[config.mk]
export PLATFORM = sky130hd
export DESIGN_NAME = voice_envelope_bank
export DESIGN_NICKNAME = d
export VERILOG_FILES = /design/src/design/veb_pkg.sv /design/src/design/voice_envelope_bank.sv
export SDC_FILE = /design/constraint.sdc
export NUM_CORES = 2
export LEC_CHECK = 0
export BUFFER_PORTS_ARGS = -buffer_cell sky130_fd_sc_hd__buf_2
export CAP_MARGIN = 20
export CORE_ASPECT_RATIO = 0.9
export CORE_MARGIN = 1.5
export CORE_UTILIZATION = 63
export CTS_CLUSTER_DIAMETER = 200
export DETAILED_ROUTE_END_ITERATION = 12
export PLACE_DENSITY_LB_ADDON = 0.2
export SYNTH_ARGS = -nofsm -noshare
export SYNTH_HDL_FRONTEND = slang
export SYNTH_SLANG_ARGS = --single-unit
[constraint.sdc]
create_clock -name clk -period 9.55 [get_ports clk]
set_clock_uncertainty 0.05 [all_clocks]
set_input_delay 0.4775 -clock clk [delete_from_list [all_inputs] [get_ports clk]]
set_output_delay 0.4775 -clock clk [all_outputs]
set_load 0.03 [all_outputs]
[src/design/veb_pkg.sv]
// Shared constants, codes and helper functions for the voice envelope bank.
package veb_pkg;

  localparam int NUM_SLOTS = 16;
  localparam int SLOT_W    = (NUM_SLOTS > 1) ? $clog2(NUM_SLOTS) : 1;
  localparam int CNT_W     = SLOT_W + 1;
  localparam int DUMP_N    = (NUM_SLOTS < 16) ? NUM_SLOTS : 16;

  localparam logic [7:0] RATE_STEP = 8'h24;
  localparam logic [7:0] SUS_STEP  = 8'h11;
  localparam logic [7:0] LEVEL_MAX = 8'hFF;

  // item actions
  localparam logic [1:0] ACT_NOTE_ON  = 2'd0;
  localparam logic [1:0] ACT_NOTE_OFF = 2'd1;
  localparam logic [1:0] ACT_TICK     = 2'd2;
  localparam logic [1:0] ACT_FRAME    = 2'd3;

  // instrument kinds
  localparam logic [1:0] KIND_SAMPLE = 2'd0;
  localparam logic [1:0] KIND_SCALED = 2'd1;

  // envelope phases
  localparam logic [2:0] PH_ATTACK  = 3'd0;
  localparam logic [2:0] PH_DECAY   = 3'd1;
  localparam logic [2:0] PH_SUSTAIN = 3'd2;
  localparam logic [2:0] PH_RELEASE = 3'd3;
  localparam logic [2:0] PH_ENDED   = 3'd4;

  typedef enum logic [1:0] {
    ST_IDLE,
    ST_FIND,
    ST_LOAD,
    ST_WALK
  } veb_state_t;

  // (7 - x) * 0x24, never below 1
  function automatic logic [7:0] scaled_rate(input logic [2:0] x);
    logic [7:0] diff;
    logic [7:0] r;
    diff = {5'd0, 3'd7 - x};
    r    = 8'(diff * RATE_STEP);
    if (r == 8'd0) begin
      r = 8'd1;
    end
    return r;
  endfunction

  function automatic logic [7:0] scaled_sustain(input logic [3:0] x);
    return 8'({4'd0, x} * SUS_STEP);
  endfunction

endpackage

[src/design/voice_envelope_bank.sv]
// Voice envelope bank: 16 voice slots with ADSR envelopes, one slot update per cycle.
//
// Items enter one at a time: in_stall is high from the transfer of an item until its
// sequencer walk is over. A note-on scans the busy bits one slot per cycle for the lowest
// free slot (slot 0 when all are busy), then loads it once the result register is free,
// giving one result. A note-off, a length tick or an envelope frame walks all NUM_SLOTS
// slots through the single slot update unit, one slot per cycle, giving one result per
// slot (slots 0 to 15, the last one flagged). A stalled result register holds the walk.
// The next item can be taken while the final result still waits on out_stall.
module voice_envelope_bank
  import veb_pkg::*;
(
  input  logic       clk,
  input  logic       rst_n,
  input  logic       in_valid,
  output logic       in_stall,
  input  logic [1:0] in_action,
  input  logic [3:0] in_channel,
  input  logic [6:0] in_note,
  input  logic [9:0] in_note_length,
  input  logic [1:0] in_inst_kind,
  input  logic [7:0] in_attack_byte,
  input  logic [7:0] in_decay_byte,
  input  logic [7:0] in_sustain_byte,
  input  logic [7:0] in_release_byte,
  output logic       out_valid,
  input  logic       out_stall,
  output logic [3:0] out_slot_index,
  output logic [7:0] out_level,
  output logic [2:0] out_phase,
  output logic       out_busy_res,
  output logic       out_last
);

  // slot state
  logic [3:0]           owner_r   [NUM_SLOTS];
  logic [6:0]           pnote_r   [NUM_SLOTS];
  logic [NUM_SLOTS-1:0] in_use_r;
  logic [2:0]           phase_r   [NUM_SLOTS];
  logic [7:0]           level_r   [NUM_SLOTS];
  logic [7:0]           ratk_r    [NUM_SLOTS];
  logic [7:0]           rdec_r    [NUM_SLOTS];
  logic [7:0]           sus_r     [NUM_SLOTS];
  logic [7:0]           rrel_r    [NUM_SLOTS];
  logic [9:0]           ticks_r   [NUM_SLOTS];

  // held item
  logic [1:0] act_r;
  logic [3:0] chan_r;
  logic [6:0] note_r;
  logic [9:0] len_r;
  logic [1:0] kind_r;
  logic [7:0] atk_b_r, dec_b_r, sus_b_r, rel_b_r;

  veb_state_t        state_r, state_nxt;
  logic [SLOT_W-1:0] idx_r, pick_r;

  logic out_valid_r, out_last_r, out_busy_r;
  logic [3:0] out_slot_r;
  logic [7:0] out_level_r;
  logic [2:0] out_phase_r;

  // control
  logic accept, out_free, at_end, emit_here, step;
  logic slot_wr, out_load, idx_clr, idx_inc, pick_ld;

  // slot update unit
  logic [SLOT_W-1:0] sel;
  logic [2:0] cur_ph, nx_ph;
  logic [7:0] cur_lv, nx_lv, nx_ratk, nx_rdec, nx_sus, nx_rrel;
  logic [9:0] nx_ticks;
  logic [3:0] nx_owner;
  logic [6:0] nx_pnote;
  logic       nx_busy;
  logic [8:0] sum9;
  logic [7:0] diff;

  assign accept    = in_valid && (state_r == ST_IDLE);
  assign out_free  = !out_valid_r || !out_stall;
  assign at_end    = (idx_r == SLOT_W'(NUM_SLOTS - 1));
  assign emit_here = (CNT_W'(idx_r) < CNT_W'(DUMP_N));
  assign step      = out_free || !emit_here;

  // next state
  always_comb begin
    state_nxt = state_r;
    unique case (state_r)
      ST_IDLE: begin
        if (in_valid) begin
          state_nxt = (in_action == ACT_NOTE_ON) ? ST_FIND : ST_WALK;
        end
      end
      ST_FIND: begin
        if (!in_use_r[idx_r] || at_end) begin
          state_nxt = ST_LOAD;
        end
      end
      ST_LOAD: begin
        if (out_free) begin
          state_nxt = ST_IDLE;
        end
      end
      ST_WALK: begin
        if (step && at_end) begin
          state_nxt = ST_IDLE;
        end
      end
      default: state_nxt = ST_IDLE;
    endcase
  end

  // sequencer outputs
  always_comb begin
    in_stall = (state_r != ST_IDLE);
    slot_wr  = 1'b0;
    out_load = 1'b0;
    idx_clr  = 1'b0;
    idx_inc  = 1'b0;
    pick_ld  = 1'b0;
    unique case (state_r)
      ST_IDLE: begin
        idx_clr = in_valid;
      end
      ST_FIND: begin
        pick_ld = !in_use_r[idx_r] || at_end;
        idx_inc = in_use_r[idx_r] && !at_end;
      end
      ST_LOAD: begin
        slot_wr  = out_free;
        out_load = out_free;
      end
      ST_WALK: begin
        slot_wr  = step;
        out_load = step && emit_here;
        idx_inc  = step && !at_end;
      end
      default: ;
    endcase
  end

  assign sel    = (state_r == ST_LOAD) ? pick_r : idx_r;
  assign cur_ph = phase_r[sel];
  assign cur_lv = level_r[sel];
  assign sum9   = {1'b0, cur_lv} + {1'b0, ratk_r[sel]};

  always_comb begin
    nx_owner = owner_r[sel];
    nx_pnote = pnote_r[sel];
    nx_busy  = in_use_r[sel];
    nx_ph    = cur_ph;
    nx_lv    = cur_lv;
    nx_ratk  = ratk_r[sel];
    nx_rdec  = rdec_r[sel];
    nx_sus   = sus_r[sel];
    nx_rrel  = rrel_r[sel];
    nx_ticks = ticks_r[sel];
    diff     = 8'd0;
    if (state_r == ST_LOAD) begin
      nx_owner = chan_r;
      nx_pnote = note_r;
      nx_busy  = 1'b1;
      nx_ticks = len_r;
      if (kind_r == KIND_SAMPLE) begin
        nx_ph   = PH_ATTACK;
        nx_lv   = 8'd0;
        nx_ratk = atk_b_r;
        nx_rdec = dec_b_r;
        nx_sus  = sus_b_r;
        nx_rrel = rel_b_r;
      end else if (kind_r == KIND_SCALED) begin
        nx_ph   = PH_ATTACK;
        nx_lv   = 8'd0;
        nx_ratk = scaled_rate(atk_b_r[2:0]);
        nx_rdec = scaled_rate(dec_b_r[2:0]);
        nx_sus  = scaled_sustain(sus_b_r[3:0]);
        nx_rrel = scaled_rate(rel_b_r[2:0]);
      end
    end else begin
      unique case (act_r)
        ACT_NOTE_OFF: begin
          if (owner_r[sel] == chan_r && pnote_r[sel] == note_r) begin
            nx_busy = 1'b0;
            nx_ph   = PH_RELEASE;
            nx_lv   = sus_r[sel];
          end
        end
        ACT_TICK: begin
          if (ticks_r[sel] != 10'd0) begin
            nx_ticks = ticks_r[sel] - 10'd1;
            if (ticks_r[sel] == 10'd1) begin
              nx_busy = 1'b0;
              nx_ph   = PH_RELEASE;
              nx_lv   = sus_r[sel];
            end
          end
        end
        ACT_FRAME: begin
          unique case (cur_ph)
            PH_ATTACK: begin
              if (sum9 >= {1'b0, LEVEL_MAX}) begin
                nx_lv = LEVEL_MAX;
                nx_ph = PH_DECAY;
              end else begin
                nx_lv = sum9[7:0];
              end
            end
            PH_DECAY: begin
              diff = cur_lv - rdec_r[sel];
              if (cur_lv < rdec_r[sel] || diff <= sus_r[sel]) begin
                nx_lv = sus_r[sel];
                nx_ph = PH_SUSTAIN;
              end else begin
                nx_lv = diff;
              end
            end
            PH_SUSTAIN: begin
              nx_lv = sus_r[sel];
            end
            PH_RELEASE: begin
              if (cur_lv <= rrel_r[sel]) begin
                nx_lv   = 8'd0;
                nx_ph   = PH_ENDED;
                nx_busy = 1'b0;
              end else begin
                nx_lv = cur_lv - rrel_r[sel];
              end
            end
            default: ;
          endcase
        end
        default: ;
      endcase
    end
  end

  always_ff @(posedge clk) begin
    if (!rst_n) begin
      state_r <= ST_IDLE;
      idx_r   <= '0;
      pick_r  <= '0;
    end else begin
      state_r <= state_nxt;
      if (idx_clr) begin
        idx_r <= '0;
      end else if (idx_inc) begin
        idx_r <= idx_r + SLOT_W'(1);
      end
      if (pick_ld) begin
        pick_r <= in_use_r[idx_r] ? '0 : idx_r;
      end
    end
  end

  always_ff @(posedge clk) begin
    if (accept) begin
      act_r   <= in_action;
      chan_r  <= in_channel;
      note_r  <= in_note;
      len_r   <= in_note_length;
      kind_r  <= in_inst_kind;
      atk_b_r <= in_attack_byte;
      dec_b_r <= in_decay_byte;
      sus_b_r <= in_sustain_byte;
      rel_b_r <= in_release_byte;
    end
  end

  always_ff @(posedge clk) begin
    if (!rst_n) begin
      in_use_r <= '0;
      for (int i = 0; i < NUM_SLOTS; i++) begin
        owner_r[i] <= '0;
        pnote_r[i] <= '0;
        phase_r[i] <= '0;
        level_r[i] <= '0;
        ratk_r[i]  <= '0;
        rdec_r[i]  <= '0;
        sus_r[i]   <= '0;
        rrel_r[i]  <= '0;
        ticks_r[i] <= '0;
      end
    end else if (slot_wr) begin
      owner_r[sel]  <= nx_owner;
      pnote_r[sel]  <= nx_pnote;
      in_use_r[sel] <= nx_busy;
      phase_r[sel]  <= nx_ph;
      level_r[sel]  <= nx_lv;
      ratk_r[sel]   <= nx_ratk;
      rdec_r[sel]   <= nx_rdec;
      sus_r[sel]    <= nx_sus;
      rrel_r[sel]   <= nx_rrel;
      ticks_r[sel]  <= nx_ticks;
    end
  end

  // result register
  always_ff @(posedge clk) begin
    if (!rst_n) begin
      out_valid_r <= 1'b0;
    end else if (out_load) begin
      out_valid_r <= 1'b1;
    end else if (!out_stall) begin
      out_valid_r <= 1'b0;
    end
  end

  always_ff @(posedge clk) begin
    if (out_load) begin
      out_slot_r  <= 4'(sel);
      out_level_r <= nx_lv;
      out_phase_r <= nx_ph;
      out_busy_r  <= nx_busy;
      out_last_r  <= (state_r == ST_LOAD) || (idx_r == SLOT_W'(DUMP_N - 1));
    end
  end

  assign out_valid      = out_valid_r;
  assign out_slot_index = out_slot_r;
  assign out_level      = out_level_r;
  assign out_phase      = out_phase_r;
  assign out_busy_res   = out_busy_r;
  assign out_last       = out_last_r;

  a_no_write_idle: assert property (@(posedge clk) disable iff (!rst_n)
    (state_r == ST_IDLE) |-> !slot_wr)
    else $error("slot written while idle");

  a_no_overwrite: assert property (@(posedge clk) disable iff (!rst_n)
    out_load |-> (!out_valid_r || !out_stall))
    else $error("pending result overwritten");

  a_pick_busy: assert property (@(posedge clk) disable iff (!rst_n)
    (state_r == ST_LOAD && slot_wr) |=> in_use_r[$past(pick_r)])
    else $error("claimed slot not busy");

  a_find_free: assert property (@(posedge clk) disable iff (!rst_n)
    (state_r == ST_FIND && !in_use_r[idx_r]) |=> (pick_r == $past(idx_r)))
    else $error("note-on skipped a free slot");

endmodule

* Word-level counts from Yosys, hierarchy flattened *
Memory sizes are Yosys's and may differ from the RTL's.
Cells that the tools add are included.

word-level totals
  register bits = 101
  bits in writable memories = 1024
  memories = 9

cells by class
  add/sub/neg operators = 8
  $mul = 4
  magnitude comparators = 7
  equal/unequal tests = 19
  multiplexer cells = 101
  bitwise gates (word level) = 1
  reductions and logical operators = 35

memory list
  name         depth  bits a word  read ports  clocked after memory_dff  wr ports  line                       RTL
  ticks_r      16     10           1           0                         16        voice_envelope_bank.sv:45  logic [9:0] ticks_r [NUM_SLOTS];
  level_r      16     8            1           0                         16        voice_envelope_bank.sv:40  logic [7:0] level_r [NUM_SLOTS];
  ratk_r       16     8            1           0                         16        voice_envelope_bank.sv:41  logic [7:0] ratk_r [NUM_SLOTS];
  rdec_r       16     8            1           0                         16        voice_envelope_bank.sv:42  logic [7:0] rdec_r [NUM_SLOTS];
  rrel_r       16     8            1           0                         16        voice_envelope_bank.sv:44  logic [7:0] rrel_r [NUM_SLOTS];
  sus_r        16     8            1           0                         16        voice_envelope_bank.sv:43  logic [7:0] sus_r [NUM_SLOTS];
  +3 memories  -      -            -           -                         -         -

operator list
  operator                                              count
  2-to-1 mux 8 bit                                      29
  2-to-1 mux 4 bit                                      13
  2-to-1 mux 10 bit                                     4
  OR reduction 8 bit                                    5
  case mux 8 bit (4 select lines)                       1
  2-to-1 mux 3 bit                                      10
  2-to-1 mux 1 bit                                      27
  zero test 8 bit                                       3
  case mux 8 bit (3 select lines)                       1
  multiplier 3 x 4 -> 6 bit, second input constant      3
  case mux 3 bit (3 select lines)                       2
  bitwise mux 16 bit                                    1
  less-or-equal comparator 8 bit                        2
  subtractor 8 bit                                      2
  2-to-1 mux 7 bit                                      2
  equality test 10 x 1 -> 1 bit, second input constant  1
  < comparator 4 x 5 -> 1 bit, second input constant    2
  2-to-1 mux 2 bit                                      5
  nonzero test 10 bit                                   1
  OR reduction 10 bit                                   1
  subtractor 10 x 1 -> 10 bit, second input constant    1
  adder 8 x 8 -> 9 bit                                  1
  >= comparator 9 x 8 -> 1 bit, second input constant   1
  subtractor 3 bit, first input constant                3
  30 further kinds                                      54

* Depth between registers and ports, before layout *
An unclocked memory read counts as a cell.

  word-level depth = 11
  mapped depth = 36

* Worst setup path before layout *
OpenSTA, ideal clock, no wires.

  kind = reg2reg
  start = reg state_r[0]
  end = mem level_r[10][0] (enable)
  library setup time = 0.578 ns
  data arrival time = 7.266 ns
  slack = 1.656 ns
  stages on the path, launching flop included = 15
  period minus slack after synthesis = 7.894 ns
  path through = dfxtp_1 -> nand2b_4 -> buf_6 -> mux2i_4 -> inv_2 -> buf_4 -> buf_4 -> buf_2 -> buf_4 -> buf_2 -> buf_2 -> buf_2 -> buf_1 -> nand2_1 -> o21ai_0

RTL lines
  element                 line                        RTL
  start, declared         voice_envelope_bank.sv:55   veb_state_t state_r, state_nxt;
  start signal, assigned  voice_envelope_bank.sv:242  state_r <= state_nxt;
  end, declared           voice_envelope_bank.sv:40

==> flow_summary.yaml <==
logic_synthesis:
  syn_area_per_cell_sq_um: 12.5
  synth_compound_area_share_pct: 5.44
  synth_seq_cells: 1125
  synth-edff-count: 1098
  synth_mux_area_share_pct: 9.97
  synth_xor_xnor_area_share_pct: 0.649
  yosys_warnings: 0
  synth_nets: 4191
  netlist_instances: 4095
  synth_top_family_by_area: "simple AND/OR/NAND/NOR gates"
  syn_area_sq_um: 51300
  synth_fa_ha_area_share_pct: 0.924
  yosysTopAreaCell: "edfxtp_1"
  synth_commonest_cells: "edfxtp_1, nor2_1, nand2_1, clkbuf_1, mux4_2"
  synth_flop_cell: "edfxtp_1"
  synth_most_common_cell: "edfxtp_1"
  synthArstFlopShare_pct: 0
  synth_top_area_share_pct: 64.3
  ys_seq_area_share_pct: 65.3
  yosys-top-cells-area: "edfxtp_1, nor2_1, mux4_2, nand2_1, mux2i_1"
  yosys.area_share.simple_pct: 14.2
  ys_types: 91
timing:
  finalCriticalPeriod_ns: 8.18
  setup_viol: 0
  timing.slew.headroom_pct: 22.1
  slew_viol_final: 0
  fmax_mhz: 122
  setup-tns-final_ns: 0
  worst_slack_ns: 1.37
  worst_pin_slew_ns: 1.17
  hold_viol: 0
  min_period_over_period_pct: 85.6
  rsz0062_at_grt: "no"
finish:
  drive_gt1_share_pct: 14.9
  syn_to_final_growth_pct: 11.3
  fill_cells: 5467
  antenna_cells: 0
  final_nets: 4255
clock_network:
  cts-buffers-inserted: 112
  clkSinkCount: 1125
  cts_tree: "done"
  clockBufferDepth: 3
  cts_root_buf: "clkbuf_16"
  clk_latency_ns: 0.72
  htreeDepth: 3
  clkTransAtPathRegs_ns: 0.06
drt:
  via_count: 35700
  first_pass_iters: 8
  remaining_drc_errors: 0
  drtAntennaViolNets: 0
  wl_um: 155000
  drt-wirelength-per-cell_um: 29.1
  viasPerCell: 6.71
  drt_iter0_drc: 5678
worst_setup_path:
  crit_fanout: 67
  cp_data_arrival_time_ns: 8.51
  worstSetupPathType: "flip-flop to flip-flop"
  worstPathRequired_ns: 9.88
  crit_path_frequent_cell: "ha_1"
  slowest_stage: "a311o_1"
  cp_top_family: "compound AO/OA/AOI/OAI gates"
  critPathBufInv: 3
  worstSetupEndpointType: "flip-flop"
  max_stage_delay_ns: 0.92
  cp-start-kind: "flip-flop"
placed_design:
  port_buffers: 79
  place_hpwl_um: 83000
  pre_cts_slack_ns: 1.60
  gp_congestion: 0.985
power:
  p_per_area_nw_per_um2: 201
  leakage_nw: 20.9
  peakVddDrop_uv: 173
job:
  maxCapViolCount: 0
floorplan:
  initial_utilization_pct: 63.4
  dieArea_sq_um: 83200
  die_x_um: 304
  die_h_um: 274
  pin_count: 80
  num_rows: 99
  core-area_sq_um: 80900
min_path:
  hp-class: "input pin to flip-flop"
run_status:
  outcome: "finished, final reports clean"
global_routing:
  grt_first_pass_wirelength_um: 224000
  grt_overflow: 0
  grt_antenna_before_repair: 1
  grt_usage_pct: 37.2
  first_global_vias: 34600
  grt_max_degree: 113
layout by cell type, fill, tap and decap left out, types with 22 or more instances in the layout:
cell,count
nand2_1,407
nand3_1,67
clkinv_2,23
ha_1,33
dlygate4sd3_1,57
a21oi_1,108
and3_1,40
clkinv_1,33
edfxtp_1,1098
nor2b_1,23
o22ai_1,58
nor2_1,1088
buf_4,136
dfxtp_1,27
clkbuf_16,113
nor3_1,29
mux2i_1,112
clkbuf_1,22
mux4_2,172
a31oi_1,37
o21ai_0,46
buf_2,79
inv_1,75
xnor2_1,28
where the power goes:
| group | total [W] | internal, W | switching (W) |
|---|---|---|---|
| registers | 0.00571 | 0.00563 | 0.0000792 |
| logic | 0.00155 | 0.000488 | 0.00106 |
| clock network | 0.00424 | 0.00236 | 0.00188 |
| total | 0.0115 | 0.00848 | 0.00302 |
metrics by stage:
stage / utilization (%) / cells / power [W] / cell area (sq um) / hold WS, ns
detailed placement: 65.3 / 5020 / 0.00726 / 52800 / 0.430
CTS: 70.3 / 5282 / 0.0114 / 56800 / 0.278
finish: 70.6 / 5310 / 0.0115 / 57100 / 0.294
floorplan: - / 4095 / 0.00680 / 51300 / 0.409
global route: 70.6 / 5310 / 0.0118 / 57100 / 0.302
global placement: 65.2 / 5009 / 0.00722 / 52700 / 0.416
worst register-to-register path: stages (launching register included):
cell and delay [ns]:
dfxtp_1 0.58, nand2b_4 0.54, mux2i_4 0.46, inv_8 0.44, buf_4 0.81, mux4_2 0.35
nand2_1 0.06, and3_1 0.21, a31oi_1 0.25, ha_1 0.24, inv_1 0.05, ha_1 0.21
a21o_1 0.19, and3b_1 0.21, a211oi_1 0.46, ha_1 0.34, a21o_1 0.17, a21oi_1 0.17
o21ai_0 0.11, o221a_2 0.15, nand3_1 0.21, nor2_1 0.17, a21oi_1 0.18, o21a_1 0.15
a311o_1 0.93, nor2_1 0.18
layer usage:
| layer | up-vias | routed length (um) | global-route usage, % |
|---|---|---|---|
| li1 | 14900 | - | - |
| met1 | 17500 | 55100 | 50.6 |
| met3 | 521 | 21500 | 8.62 |
| met5 | - | 18 | 0 |
| met2 | 2772 | 71100 | 58.4 |
| met4 | 2 | 7010 | 16.1 |
final cells by class:
class,count,area (sq um),share of cell area (%)
clock buffer,136,2920,5.12
clock inverter,69,548,0.960
inverter,82,323,0.565
multi-input combinational,2560,16400,28.6
sequential,1125,33500,58.7
tap,1060,1330,2.32
timing repair buffer,278,2100,3.69
flip-flops by register name, summed over array words and instances, names as in the netlist, 3 cells and up:
signal,count
owner_r,64
pick_r,4
ticks_r,160
note_r,7
out_slot_index,4
dec_b_r,8
phase_r,48
out_level,8
ratk_r,128
atk_b_r,8
len_r,10
in_use_r,16
idx_r,4
out_phase,3
level_r,128
chan_r,4
sus_r,128
sus_b_r,8
rdec_r,128
rel_b_r,8
rrel_r,128
pnote_r,112
worst paths after layout:
| kind | from | endpoint | slack (ns) | cells after the start |
|---|---|---|---|---|
| max | state_r[1] | level_r[12][4] | 1.37 | 25 |
| max reg2reg | state_r[1] | level_r[12][4] | 1.37 | 25 |
| min | out_stall | out_valid | 0.29 | 3 |
| min reg2reg | in_use_r[15] | in_use_r[15] | 0.44 | 2 |
cells by family (layout without fill, tap and decap cells):
| family | Yosys count | count (layout) |
|---|---|---|
| xor+xnor | 38 | 38 |
| fa+ha+maj | 37 | 37 |
| flops | 1125 | 1125 |
| compound gates | 427 | 427 |
| mux | 294 | 294 |
| buf+inv | 410 | 565 |
| simple gates | 1764 | 1764 |
timing repair:
action / in CTS / in global routing
hold buffers: 57 / 0
endpoints found under the hold margin: 57 / 0
setup endpoints to repair: 0 / 0
gates resized for setup: 0 / 0
setup buffers: 0 / 0
No activity file was read; power rests on OpenSTA's default activity.
